**src/design/irqps_pkg.sv**
```systemverilog
// ----------------------------------------------------------------------------
// irqps_pkg
// types and constants of the interrupt enable and pending scan block
// ----------------------------------------------------------------------------
package irqps_pkg;

   localparam int DEF_NUM_SHARED_LINES = 64;
   localparam int DEF_NUM_BASIC_LINES  = 8;

   localparam int GROUP_BITS = 32;
   localparam int IDX_W      = 5;
   localparam int IRQ_W      = 7;

   localparam logic [1:0] OP_ENABLE  = 2'd0;
   localparam logic [1:0] OP_DISABLE = 2'd1;
   localparam logic [1:0] OP_SCAN    = 2'd2;

   localparam logic [1:0] GRP_SHARED0 = 2'd0;
   localparam logic [1:0] GRP_SHARED1 = 2'd1;
   localparam logic [1:0] GRP_BASIC   = 2'd2;

   localparam logic [IRQ_W-1:0] BASE_SHARED0 = 7'd0;
   localparam logic [IRQ_W-1:0] BASE_SHARED1 = 7'd32;
   localparam logic [IRQ_W-1:0] BASE_BASIC   = 7'd64;

   typedef struct packed {
      logic [1:0]            operation;
      logic [IRQ_W-1:0]      irq_number;
      logic [1:0]            group_select;
      logic [GROUP_BITS-1:0] pending_word;
   } req_word_type;

   typedef struct packed {
      logic [IRQ_W-1:0] dispatched_irq;
      logic             found;
      logic             last;
   } rsp_word_type;

   typedef enum logic [1:0] {
      ST_IDLE = 2'b01,
      ST_EMIT = 2'b10
   } state_type;

endpackage

```
**src/design/irq_enable_and_pending_scan.sv**
```systemverilog
// ----------------------------------------------------------------------------
// irq_enable_and_pending_scan
// interrupt enable bits with a priority scan of one group's pending word
// ----------------------------------------------------------------------------
// req channel: one word per handshake; enable and disable words set or clear
//   the enable bit of one line and give no result; a scan word ands the
//   group's pending word with its enable bits
// rsp channel: a scan gives one word per qualifying line, highest line
//   first, with last on the final one; with nothing qualifying it gives one
//   word with found clear and last set
// scan: on accept the masked pending word is registered in rem_ff, and in
//   ST_EMIT each result is registered in the output register; enable and
//   disable never raise req_stall; the single priority encoder retires one
//   line per cycle unless rsp_stall holds the output; req_stall is high meanwhile
// rsp_stall holds the output register and the scan waits for it
// reset clears all enable bits, the scan state and rsp_valid
// ----------------------------------------------------------------------------
module irq_enable_and_pending_scan
   import irqps_pkg::*;
#(
   parameter int NUM_SHARED_LINES = DEF_NUM_SHARED_LINES,
   parameter int NUM_BASIC_LINES  = DEF_NUM_BASIC_LINES
) (
   input  logic         clock,
   input  logic         reset,
   input  logic         req_valid,
   output logic         req_stall,
   input  req_word_type req_word,
   output logic         rsp_valid,
   input  logic         rsp_stall,
   output rsp_word_type rsp_word
);

   localparam int              G1_LINES   = NUM_SHARED_LINES - GROUP_BITS;
   localparam logic [63:0]     G1_MASK_W  = (64'd1 << G1_LINES) - 64'd1;
   localparam logic [GROUP_BITS-1:0] G1_MASK = G1_MASK_W[GROUP_BITS-1:0];

   state_type                    state_ff, state_in;
   logic [GROUP_BITS-1:0]        en_g0_ff, en_g0_in;
   logic [GROUP_BITS-1:0]        en_g1_ff, en_g1_in;
   logic [NUM_BASIC_LINES-1:0]   en_basic_ff, en_basic_in;
   logic [GROUP_BITS-1:0]        rem_ff, rem_in;
   logic [IRQ_W-1:0]             base_ff, base_in;
   logic                         rsp_valid_ff, rsp_valid_in;
   rsp_word_type                 rsp_word_ff, rsp_word_in;

   logic                         accept;
   logic                         slot_free;
   logic [GROUP_BITS-1:0]        sel_g0, sel_g1;
   logic [NUM_BASIC_LINES-1:0]   sel_basic;
   logic [IDX_W-1:0]             top_idx;
   logic [GROUP_BITS-1:0]        rem_left;

   assign accept    = req_valid && (state_ff == ST_IDLE);
   assign req_stall = (state_ff != ST_IDLE);
   assign slot_free = !rsp_valid_ff || !rsp_stall;
   assign rsp_valid = rsp_valid_ff;
   assign rsp_word  = rsp_word_ff;

   // one-hot line select per group, out-of-range lines select nothing
   always_comb begin
      sel_g0    = GROUP_BITS'(32'd1 << req_word.irq_number[IDX_W-1:0]);
      sel_g1    = GROUP_BITS'(32'd1 << req_word.irq_number[IDX_W-1:0]) & G1_MASK;
      sel_basic = NUM_BASIC_LINES'(64'd1 << req_word.irq_number[5:0]);
      if (req_word.irq_number[6]) begin
         sel_g0 = '0;
         sel_g1 = '0;
      end else if (req_word.irq_number[5]) begin
         sel_g0    = '0;
         sel_basic = '0;
      end else begin
         sel_g1    = '0;
         sel_basic = '0;
      end
   end

   // shared priority encoder over the remaining lines
   always_comb begin
      top_idx = '0;
      for (int i = 0; i < GROUP_BITS; i++) begin
         if (rem_ff[i]) begin
            top_idx = IDX_W'(i);
         end
      end
      rem_left = rem_ff & ~(GROUP_BITS'(32'd1 << top_idx));
   end

   always_comb begin
      state_in     = state_ff;
      en_g0_in     = en_g0_ff;
      en_g1_in     = en_g1_ff;
      en_basic_in  = en_basic_ff;
      rem_in       = rem_ff;
      base_in      = base_ff;
      rsp_valid_in = rsp_valid_ff && rsp_stall;
      rsp_word_in  = rsp_word_ff;
      case (state_ff)
         ST_IDLE: begin
            if (accept) begin
               if (req_word.operation == OP_ENABLE) begin
                  en_g0_in    = en_g0_ff | sel_g0;
                  en_g1_in    = en_g1_ff | sel_g1;
                  en_basic_in = en_basic_ff | sel_basic;
               end else if (req_word.operation == OP_DISABLE) begin
                  en_g0_in    = en_g0_ff & ~sel_g0;
                  en_g1_in    = en_g1_ff & ~sel_g1;
                  en_basic_in = en_basic_ff & ~sel_basic;
               end else if (req_word.operation == OP_SCAN) begin
                  state_in = ST_EMIT;
                  case (req_word.group_select)
                     GRP_SHARED0: begin
                        rem_in  = req_word.pending_word & en_g0_ff;
                        base_in = BASE_SHARED0;
                     end
                     GRP_SHARED1: begin
                        rem_in  = req_word.pending_word & en_g1_ff;
                        base_in = BASE_SHARED1;
                     end
                     GRP_BASIC: begin
                        rem_in  = req_word.pending_word & GROUP_BITS'(en_basic_ff);
                        base_in = BASE_BASIC;
                     end
                     default: begin
                        rem_in  = '0;
                        base_in = BASE_SHARED0;
                     end
                  endcase
               end
            end
         end
         ST_EMIT: begin
            if (slot_free) begin
               rsp_valid_in = 1'b1;
               if (rem_ff == '0) begin
                  rsp_word_in.dispatched_irq = '0;
                  rsp_word_in.found          = 1'b0;
                  rsp_word_in.last           = 1'b1;
                  state_in                   = ST_IDLE;
               end else begin
                  rsp_word_in.dispatched_irq = base_ff + IRQ_W'(top_idx);
                  rsp_word_in.found          = 1'b1;
                  rsp_word_in.last           = (rem_left == '0);
                  rem_in                     = rem_left;
                  if (rem_left == '0) begin
                     state_in = ST_IDLE;
                  end
               end
            end
         end
         default: begin
            state_in = ST_IDLE;
         end
      endcase
   end

   always_ff @(posedge clock) begin
      if (reset) begin
         state_ff     <= ST_IDLE;
         en_g0_ff     <= '0;
         en_g1_ff     <= '0;
         en_basic_ff  <= '0;
         rem_ff       <= '0;
         rsp_valid_ff <= 1'b0;
      end else begin
         state_ff     <= state_in;
         en_g0_ff     <= en_g0_in;
         en_g1_ff     <= en_g1_in;
         en_basic_ff  <= en_basic_in;
         rem_ff       <= rem_in;
         rsp_valid_ff <= rsp_valid_in;
      end
   end

   always_ff @(posedge clock) begin
      base_ff     <= base_in;
      rsp_word_ff <= rsp_word_in;
   end

endmodule

```
**config.mk**
```make
export PLATFORM = sky130hd
export DESIGN_NAME = irq_enable_and_pending_scan
export DESIGN_NICKNAME = d
export VERILOG_FILES = /design/src/design/irqps_pkg.sv /design/src/design/irq_enable_and_pending_scan.sv
export SDC_FILE = /design/constraint.sdc
export NUM_CORES = 1
export LEC_CHECK = 0
export BUFFER_PORTS_ARGS = -buffer_cell sky130_fd_sc_hd__buf_2
export CAP_MARGIN = 0
export CORE_MARGIN = 2
export CORE_UTILIZATION = 60
export DETAILED_ROUTE_END_ITERATION = 8
export PLACE_DENSITY = 0.79
export SLEW_MARGIN = 10
export SYNTH_ARGS = -nofsm -noshare
export SYNTH_HDL_FRONTEND = slang
export SYNTH_SLANG_ARGS = --single-unit
```
**constraint.sdc**
```tcl
create_clock -name clock -period 4.1 [get_ports clock]
set_input_delay 0.205 -clock clock [delete_from_list [all_inputs] [get_ports clock]]
set_output_delay 0.205 -clock clock [all_outputs]
set_load 0.005 [all_outputs]
```
# [Yosys cells after proc, flatten, opt, wreduce, memory -nomap -nowiden]
# Cells that the tools add are included.
[totals] ff_bits=123 latch_bits=0 mem_bits_rw=0 romBits=0 inputBits=47 output_inout_bits=11 wordCells=122 memories=0
[op_classes] n_addsub=1 mul=0 div_mod_pow=0 order_cmp=0 eq_ne=14 shifts=3 mux=62 bitwise=16 reduce_logical=16
[ops] op="$mux 32" n=14
[ops] op="$and 32x32->32" n=5
[ops] op="$mux 5" n=30
[ops] op="$not 32->32" n=3
[ops] op="$pmux 32 s3" n=1
[ops] op="$logic_not 32->1" n=2
[ops] op="$or 32x32->32" n=2
[ops] op="$pmux 32 s2" n=1
[ops] op="$shl 1x5->32 const A" n=2
[ops] op="$and 32x8->32" n=1
[ops] op="$mux 8" n=3
[ops] op="$mux 2" n=8
[ops] op="$pmux 7 s2" n=1
[ops] op="$ne 2x2->1 const B" n=5
[ops] op="$and 8x8->8" n=1
[ops] op="$not 8->8" n=1
[ops] op="$or 8x8->8" n=1
[ops] op="$shl 1x6->8 const A" n=1
[ops] op="$add 7x5->7" n=1
[ops] op="$reduce_and 7->1" n=1
[ops] op="$eq 2x1->1 const B" n=3
[ops] op="$eq 2x2->1 const B" n=3
[ops] op="$reduce_and 6->1" n=1
[ops] op="$reduce_and 5->1" n=1
[ops] op="12 further kinds" n=20

# [Longest topological paths before layout]
# Gate-level depths: netlist of the first run.
[logic_depth] depth_word=39 mapped_depth=12 ltp_nobuf=11

# [Worst setup path before layout of the first run]
# Ideal clock, no wire load.
[synth_path] kind="register to register" from="register rem_ff[29]" to="register state_ff[1]" setup_ps=134 arrival_time_ps=2665 t_required_ps=3966 path_slack_ps=1301 path_stages_with_launch=13 n_path_buf=2 period_less_slack_ps=2799 path_cell_list="dfxtp_1 buf_2 or4_4 nor3_4 inv_2 nor3_4 and3_1 buf_4 a31oi_1 nor4_1 nand4_1 nor4_2 a311oi_1"
[synth_via] elab_chain_len=9 elab_cells_between_ends=13 cone_classes="eq/ne: 1; shift: 1; mux: 6; bitwise: 2; reduce/logical: 3"
[synth_lines] element="from (decl)" line_no="irq_enable_and_pending_scan.sv:42" text="logic [GROUP_BITS-1:0] rem_ff, rem_in;"
[synth_lines] element="from (signal assigned)" line_no="irq_enable_and_pending_scan.sv:169" text="rem_ff <= rem_in;"
[synth_lines] element="$mux 5 (3 in series)" line_no="irq_enable_and_pending_scan.sv:81" text="if (rem_ff[i]) begin"
[synth_lines] element="$shl 1x5->32" line_no="irq_enable_and_pending_scan.sv:85" text="rem_left = rem_ff & ~(GROUP_BITS'(32'd1 << top_idx));"
[synth_lines] element="$not 32->32" line_no="irq_enable_and_pending_scan.sv:85"
[synth_lines] element="$and 32x32->32" line_no="irq_enable_and_pending_scan.sv:85"
[synth_lines] element="$logic_not 32->1" line_no="irq_enable_and_pending_scan.sv:144" text="if (rem_left == '0) begin"
[synth_lines] element="$ne 3x3->1 (no source line)"
[synth_lines] element="$reduce_and 6->1 (no source line)"
[synth_lines] element="to (signal assigned)" line_no="irq_enable_and_pending_scan.sv:165" text="state_ff <= state_in;"
[synth_lines] element="to (decl)" line_no="irq_enable_and_pending_scan.sv:38" text="state_type state_ff, state_in;"
# Several ways; a longest one is shown, not always the timed one. The select of a mux whose other input is x is not followed.
# A chain may end at the register's enable or synchronous reset.

# [Worst setup path in the final report of the first run]
[layout_path] from="register rem_ff[16]" to="register state_ff[0]"
[layout_via] elab_chain_len=22 elab_cells_between_ends=26 cone_classes="eq/ne: 1; shift: 1; mux: 19; bitwise: 2; reduce/logical: 3"
[layout_lines] element="$mux 5 (16 in series)" line_no="irq_enable_and_pending_scan.sv:81"
[layout_lines] element="$shl 1x5->32" line_no="irq_enable_and_pending_scan.sv:85"
[layout_lines] element="$not 32->32" line_no="irq_enable_and_pending_scan.sv:85"
[layout_lines] element="$and 32x32->32" line_no="irq_enable_and_pending_scan.sv:85"
[layout_lines] element="$logic_not 32->1" line_no="irq_enable_and_pending_scan.sv:144"
[layout_lines] element="$ne 3x3->1 (no source line)"
[layout_lines] element="$reduce_and 6->1 (no source line)"
# Several ways; a longest one is shown, not always the timed one. The select of a mux whose other input is x is not followed.

==> results of run 1 <==
==> cells in the final DEF, fill, tap and decap left out, drive strengths merged, types with 4 or more instances in the layout <==
cell	netlist	routed
mux2i	8	8
nor2b	8	8
clkinvlp	0	4
nor3	18	18
nand2b	10	10
or2	6	6
nor4	12	12
mux2	24	24
a31oi	14	14
inv	20	23
a2111oi	5	5
and2	4	4
nor2	49	49
or4	4	4
o21ai	38	38
nand3	32	32
dfxtp	107	107
nand4	11	11
clkbuf	43	21
edfxtp	11	11
dlygate4sd3	0	29
a211oi	66	66
a32oi	13	13
nand2	43	43
a21oi	117	117
buf	6	80
==> stage by stage <==
| stage | utilization | setup slack, ns | hold slack [ns] | std cells | instance area, µm² |
|---|---|---|---|---|---|
| finish | 0.755 | 0.422 | 0.0135 | 942 | 7410 |
| global route | 0.755 | 0.151 | 0.0274 | 942 | 7410 |
| CTS | 0.753 | 0.409 | 0.0198 | 942 | 7390 |
| detailed placement | 0.664 | 0.477 | 0.448 | 882 | 6520 |
| global placement | 0.664 | 0.337 | 0.441 | 882 | 6520 |
| floorplan | - | 1.30 | 0.353 | 718 | 6070 |
==> per-layer routing <==
| metal | GRT usage | wire length [µm] |
|---|---|---|
| met4 | 0.294 | 1920 |
| met5 | 0 | 0 |
| met2 | 0.708 | 11100 |
| met1 | 0.530 | 8320 |
| met3 | 0.112 | 3020 |
==> layout make-up <==
type                    count  share of cell area
flip-flops and latches    118               0.334
multi-input cells         531               0.453
clock buffers              21              0.0633
repair buffers            109               0.101
well taps                 133              0.0225
inverters                  20              0.0101
clock inverters            10              0.0160
==> kinds of logic after synthesis <==
family,after synthesis,synth area share
flip-flops,118,0.407
AO/OA/AOI/OAI,291,0.313
AND/OR/NAND/NOR,208,0.178
buffers and inverters,69,0.0439
multiplexers,32,0.0577
==> critical path: cells and delay by family, from the launching register on <==
family / cells / cell delay [ns]
buffers and inverters: 1 / 0.14
DFF: 1 / 0.43
and+or+nand+nor: 7 / 2.32
AOI/OAI and AO/OA: 3 / 0.71
==> worst max-delay path by stage <==
stage	startpoint	depth (start not counted)	end	slack, ns
after global placement	rem_ff[20]	10	state_ff[1]	0.34
after global routing	rem_ff[16]	11	state_ff[0]	0.15
final	rem_ff[16]	11	state_ff[0]	0.42
after detailed placement	rem_ff[20]	10	state_ff[1]	0.48
after CTS	rem_ff[20]	10	state_ff[0]	0.41
after floorplan	rem_ff[29]	12	state_ff[1]	1.30
==> power by group through the flow <==
stage	logic [W]	clock network (W)	registers, W
after global routing	0.000180	0.00153	0.00117
after CTS	0.000163	0.00146	0.00117
after floorplan	0.0000819	0	0.00119
final	0.000176	0.00149	0.00117
after global placement	0.000135	0	0.00119
after detailed placement	0.000137	0	0.00119
==> timing repair <==
action / in CTS / in global routing
hold buffers: 29 / 0
endpoints found under the setup margin: 0 / 3
endpoints found under the hold margin: 29 / 0
resized for setup: 0 / 1
==> run_results.csv, run 1 <==
group,metric,value,unit
worst_hold_path,hp-start,"rsp_stall",
setup_path,r2r_start,"rem_ff[16]",
place,portBuffers,57,
setup_path,slowest_stage,"nor4_1",
setup_path,worstRegToRegCells,11,
yosys,synthTopCellsByArea,"dfxtp_1 (35%), a21oi_1 (9.5%), a211oi_1 (8.0%)",
worst_hold_path,whs_endpoint,"rsp_valid",
floorplan,core_area,0.00982,mm²
yosys,yosysMostFrequentCell,"a21oi_1",
finish,num-fill-cells,647,
yosys,synth_edf_count,11,
floorplan,start_util,0.618,
setup_path,critPathKind,"reg -> reg",
detailed_routing,wl,24300,µm
cts,cts-root-buf,"clkbuf_8",
place,dp_hpwl,14700,µm
cts,h-tree-depth,4,
global_routing,grt_pass1_wl,37700,µm
floorplan,num_rows,36,
global_routing,grt_overflow,0,
yosys,yosys.cell_types.count,68,
power,vdd_ir_drop_max,0.370,mV
power,total_power,0.00284,W
setup_path,crit_path_max_fanout,8,
power,p_sw_frac,0.239,
power,p_clk_frac,0.526,
setup_path,crit_required,4.57,ns
detailed_routing,drt-wirelength-per-cell,25.8,µm
yosys,yosysTopAreaCellShare,0.353,
cts,clk_latency,0.54,ns
detailed_routing,ant_nets,0,
floorplan,die_area,0.0109,mm²
yosys,netlist_area,0.00607,mm²
yosys,syn_nets,765,
detailed_routing,drt_first_iter_violations,1076,
finish,multi_input_area,0.00336,mm²
sta,setup_viol,0,
yosys,synth_warnings,0,
sta,relSlewSlack,0.120,
yosys,synth_top_area_cell,"dfxtp_1",
yosys,ys_seq_area_frac,0.407,
setup_path,arrival,4.15,ns
global_routing,grt_max_degree,73,
setup_path,r2r_slack,0.42,ns
worst_hold_path,hold_class,"in -> reg",
floorplan,die_height,105,µm
power,seqPwrFrac,0.412,
detailed_routing,vias_per_cell,7.41,
sta,finalCriticalPeriod,3.68,ns
global_routing,first_global_vias,6753,
yosys,syn-instance-count,718,
sta,rsz0062_at_grt,"false",
yosys,synth_seq_cells,118,
floorplan,die_width,105,µm
global_routing,grt.total_usage,0.444,
floorplan,ios,58,
finish,regArea,0.00247,mm²
setup_path,critPathMaxStageDelay,0.50,ns
power,power_leakage,2.63,nW
finish,area_growth,22.1,%
cts,clockBufferDepth,2,
setup_path,start_kind,"flop",
sta,fin_crit_sh,0.897,
sta,setup_tns,0,ns
detailed_routing,drc_errors,0,
finish,nNetsFinal,844,
outcome,status,"finished clean",
yosys,yosys-top-cells-count,"a21oi_1 (115), dfxtp_1 (107), a211oi_1 (65)",
setup_path,rr_endpoint,"state_ff[0]",
sta,hold_violations,0,
yosys,synth_flop_cell,"dfxtp_1",
place,gp_congestion,1.01,
cts,cts_made_buffers,17,
yosys,async_reset_ff_frac,0,
finish,drive_gt1_frac,0.204,
sta,tightest_slew,1.32,ns
finish,diodes,0,
worst_hold_path,whs_path_depth,3,
detailed_routing,vias,6981,
yosys,synth_area_per_cell,8.45,µm²
sta,drv_slew,0,
cts,cts_tree,"yes",
setup_path,cp_common_cell,"nor3_4",
detailed_routing,dr.pass1.iters,7,
cts,clk_pin_slew,0.07,ns
cts,clock_sinks,118,
power,p_comb_frac,0.062,
setup_path,worstPathCellList,"nor4_1, nand2_1, nor3_4, inv_2, nor3_4, and3_1, a21boi_2, a2111oi_2, nand4_1, nor4_2, a311o_1",
global_routing,antenna_found_initial,0,
cts,post_cts_buffers,0,
setup_path,end_kind,"flop",
power,p_int,0.00216,W
sta,timing.fmax,272,MHz
flow_run,cap_violations,0,
power,power_switching,0.000679,W
sta,skew,0.0149,ns
power,powerDensity,383,mW/mm²
No activity file was read; power rests on OpenSTA's default activity.
==> run 2: changes to the inputs <==
==> constraint.sdc (replaced) <==
create_clock -name clock -period 4.1 [get_ports clock]
set_input_delay 0.615 -clock clock [delete_from_list [all_inputs] [get_ports clock]]
set_output_delay 0.615 -clock clock [all_outputs]
set_load 0.005 [all_outputs]
==> run 2 against run 1 <==
Against the previous run:
- the flow now finishes with violations (negative setup slack)
- fmax decreased by 11%
- combinational power down 18%
- first-iteration DRC count down 27%
- clock power is essentially flat
- register-to-register slack got worse by 0.44 ns
- critical path depth is 1 lower
- final area down 3.7%
- critical endpoint is now state_ff[1]
- core utilization down 2.8 points
- critical path type unchanged
- clock skew hardly changed
- global-route usage decreased by 4.1 points
==> run_results.csv, run 2 (synthesis results as in run 1) <==
group,metric,value,unit
outcome,status,"finished with violations",
outcome,violations,"negative setup slack",
flow_run,cap_violations,0,
detailed_routing,drt-wirelength-per-cell,24.0,µm
setup_path,worstRegToRegCells,10,
power,vdd_ir_drop_max,0.298,mV
finish,num-fill-cells,734,
cts,cts-root-buf,"clkbuf_8",
sta,fin_crit_sh,1.00,
global_routing,antenna_found_initial,0,
detailed_routing,vias_per_cell,7.10,
cts,clk_latency,0.53,ns
setup_path,crit_path_max_fanout,7,
global_routing,first_global_vias,6265,
cts,h-tree-depth,4,
finish,diodes,0,
sta,worst_slack,-0.0194,ns
global_routing,grt.total_usage,0.403,
cts,cts_made_buffers,17,
finish,finalNonFillerCells,916,
power,power_leakage,2.54,nW
place,place_inst,884,
sta,hold_violations,0,
place,portBuffers,57,
power,powerDensity,395,mW/mm²
place,dp_slack,0.332,ns
sta,relSlewSlack,0.142,
cts,cts_tree,"yes",
floorplan,num_rows,36,
setup_path,end_kind,"flop",
floorplan,core_area,0.00982,mm²
floorplan,start_util,0.618,
setup_path,rr_endpoint,"state_ff[1]",
setup_path,r2r_start,"rem_ff[5]",
sta,setup_viol,1,
sta,rsz0062_at_grt,"false",
setup_path,arrival,4.47,ns
detailed_routing,drt_first_iter_violations,787,
cts,clock_sinks,118,
floorplan,die_width,105,µm
sta,timing.fmax,243,MHz
setup_path,critPathKind,"reg -> reg",
setup_path,r2r_slack,-0.02,ns
finish,mostFrequentLayoutCells,"a21oi_1 (115), dfxtp_1 (107), a211oi_1 (65)",
place,gp_congestion,1.08,
setup_path,crit_required,4.45,ns
worst_hold_path,whs_endpoint,"rem_ff[13]",
finish,area_growth,17.5,%
sta,tightest_slew,1.28,ns
setup_path,start_kind,"flop",
global_routing,grt_max_degree,108,
finish,drive_gt1_frac,0.211,
cts,hold_buffers,0,
floorplan,ios,58,
sta,skew,0.0151,ns
worst_hold_path,whs_path_depth,3,
finish,final_common_cell,"a21oi_1",
global_routing,grt_overflow,0,
place,dp_hpwl,14500,µm
sta,setup_tns,-0.0194,ns
sta,finalCriticalPeriod,4.12,ns
worst_hold_path,hp-start,"req_word[13]",
global_routing,grt_pass1_wl,34300,µm
detailed_routing,ant_nets,0,
detailed_routing,wl,22000,µm
sta,drv_slew,0,
cts,clockBufferDepth,2,
cts,clk_pin_slew,0.06,ns
finish,nNetsFinal,817,
floorplan,die_height,105,µm
finish,finalInstanceArea,0.00713,mm²
detailed_routing,dr.pass1.iters,5,
detailed_routing,vias,6505,
detailed_routing,drc_errors,0,
place,placed_cell_area,0.00653,mm²
worst_hold_path,hold_class,"in -> reg",
floorplan,die_area,0.0109,mm²
## run 2: layout make-up
class	instances	area, µm²	area share
clock buffer	20	457	0.0640
sequential	118	2470	0.347
multi-input combinational	531	3350	0.470
inverter	20	75.1	0.0105
timing repair buffer	82	473	0.0663
clock inverter	12	139	0.0195
tap	133	166	0.0233
## run 2: worst max-delay path by stage
| stage | from | end | slack (ns) | depth (start not counted) |
|---|---|---|---|---|
| after floorplan | rem_ff[29] | state_ff[1] | 1.30 | 12 |
| after global placement | rem_ff[16] | state_ff[1] | 0.06 | 11 |
| after detailed placement | rem_ff[16] | state_ff[1] | 0.33 | 11 |
| after CTS | rem_ff[16] | state_ff[1] | 0.29 | 11 |
| after global routing | rem_ff[22] | state_ff[1] | 0.03 | 12 |
| final | rem_ff[5] | state_ff[1] | -0.02 | 10 |
## run 2: worst max-delay path: stages (launching register included)
cell       delay, ns
dfxtp_1         0.38
nor4_1          0.60
o2111ai_1       0.26
and3_1          0.35
nor2_1          0.40
inv_2           0.15
nor4b_1         0.99
a2bb2oi_1       0.20
nand4_1         0.14
nor4_2          0.32
a311oi_1        0.16
## run 2: layer usage
layer,wire (µm),vias up,global-route usage,share of wire
li1,-,2854,-,-
met1,7930,2999,0.497,0.36
met2,10200,539,0.651,0.46
met3,2580,113,0.102,0.12
met4,1290,0,0.212,0.059
met5,0,-,0,0
## run 2: power by group
part / internal (W) / switching (W) / leakage, nW
Combinational: 0.0000439 / 0.000100 / 1.28
Clock: 0.000926 / 0.000579 / 0.288
Sequential: 0.00117 / 0.00000216 / 0.969
Total: 0.00214 / 0.000682 / 2.54
## run 2: metrics by stage
step	power [W]	hold slack (ns)	util
after floorplan	0.00127	0.436	-
after global placement	0.00133	0.441	0.665
after detailed placement	0.00133	0.449	0.665
after CTS	0.00280	0.335	0.726
after global routing	0.00287	0.348	0.726
final	0.00282	0.333	0.726
## run 2: what timing repair did
| item | in CTS | in global routing |
|---|---|---|
| gates resized for setup | 0 | 1 |
| setup endpoints to repair | 0 | 1 |
| setup buffers | 0 | 0 |
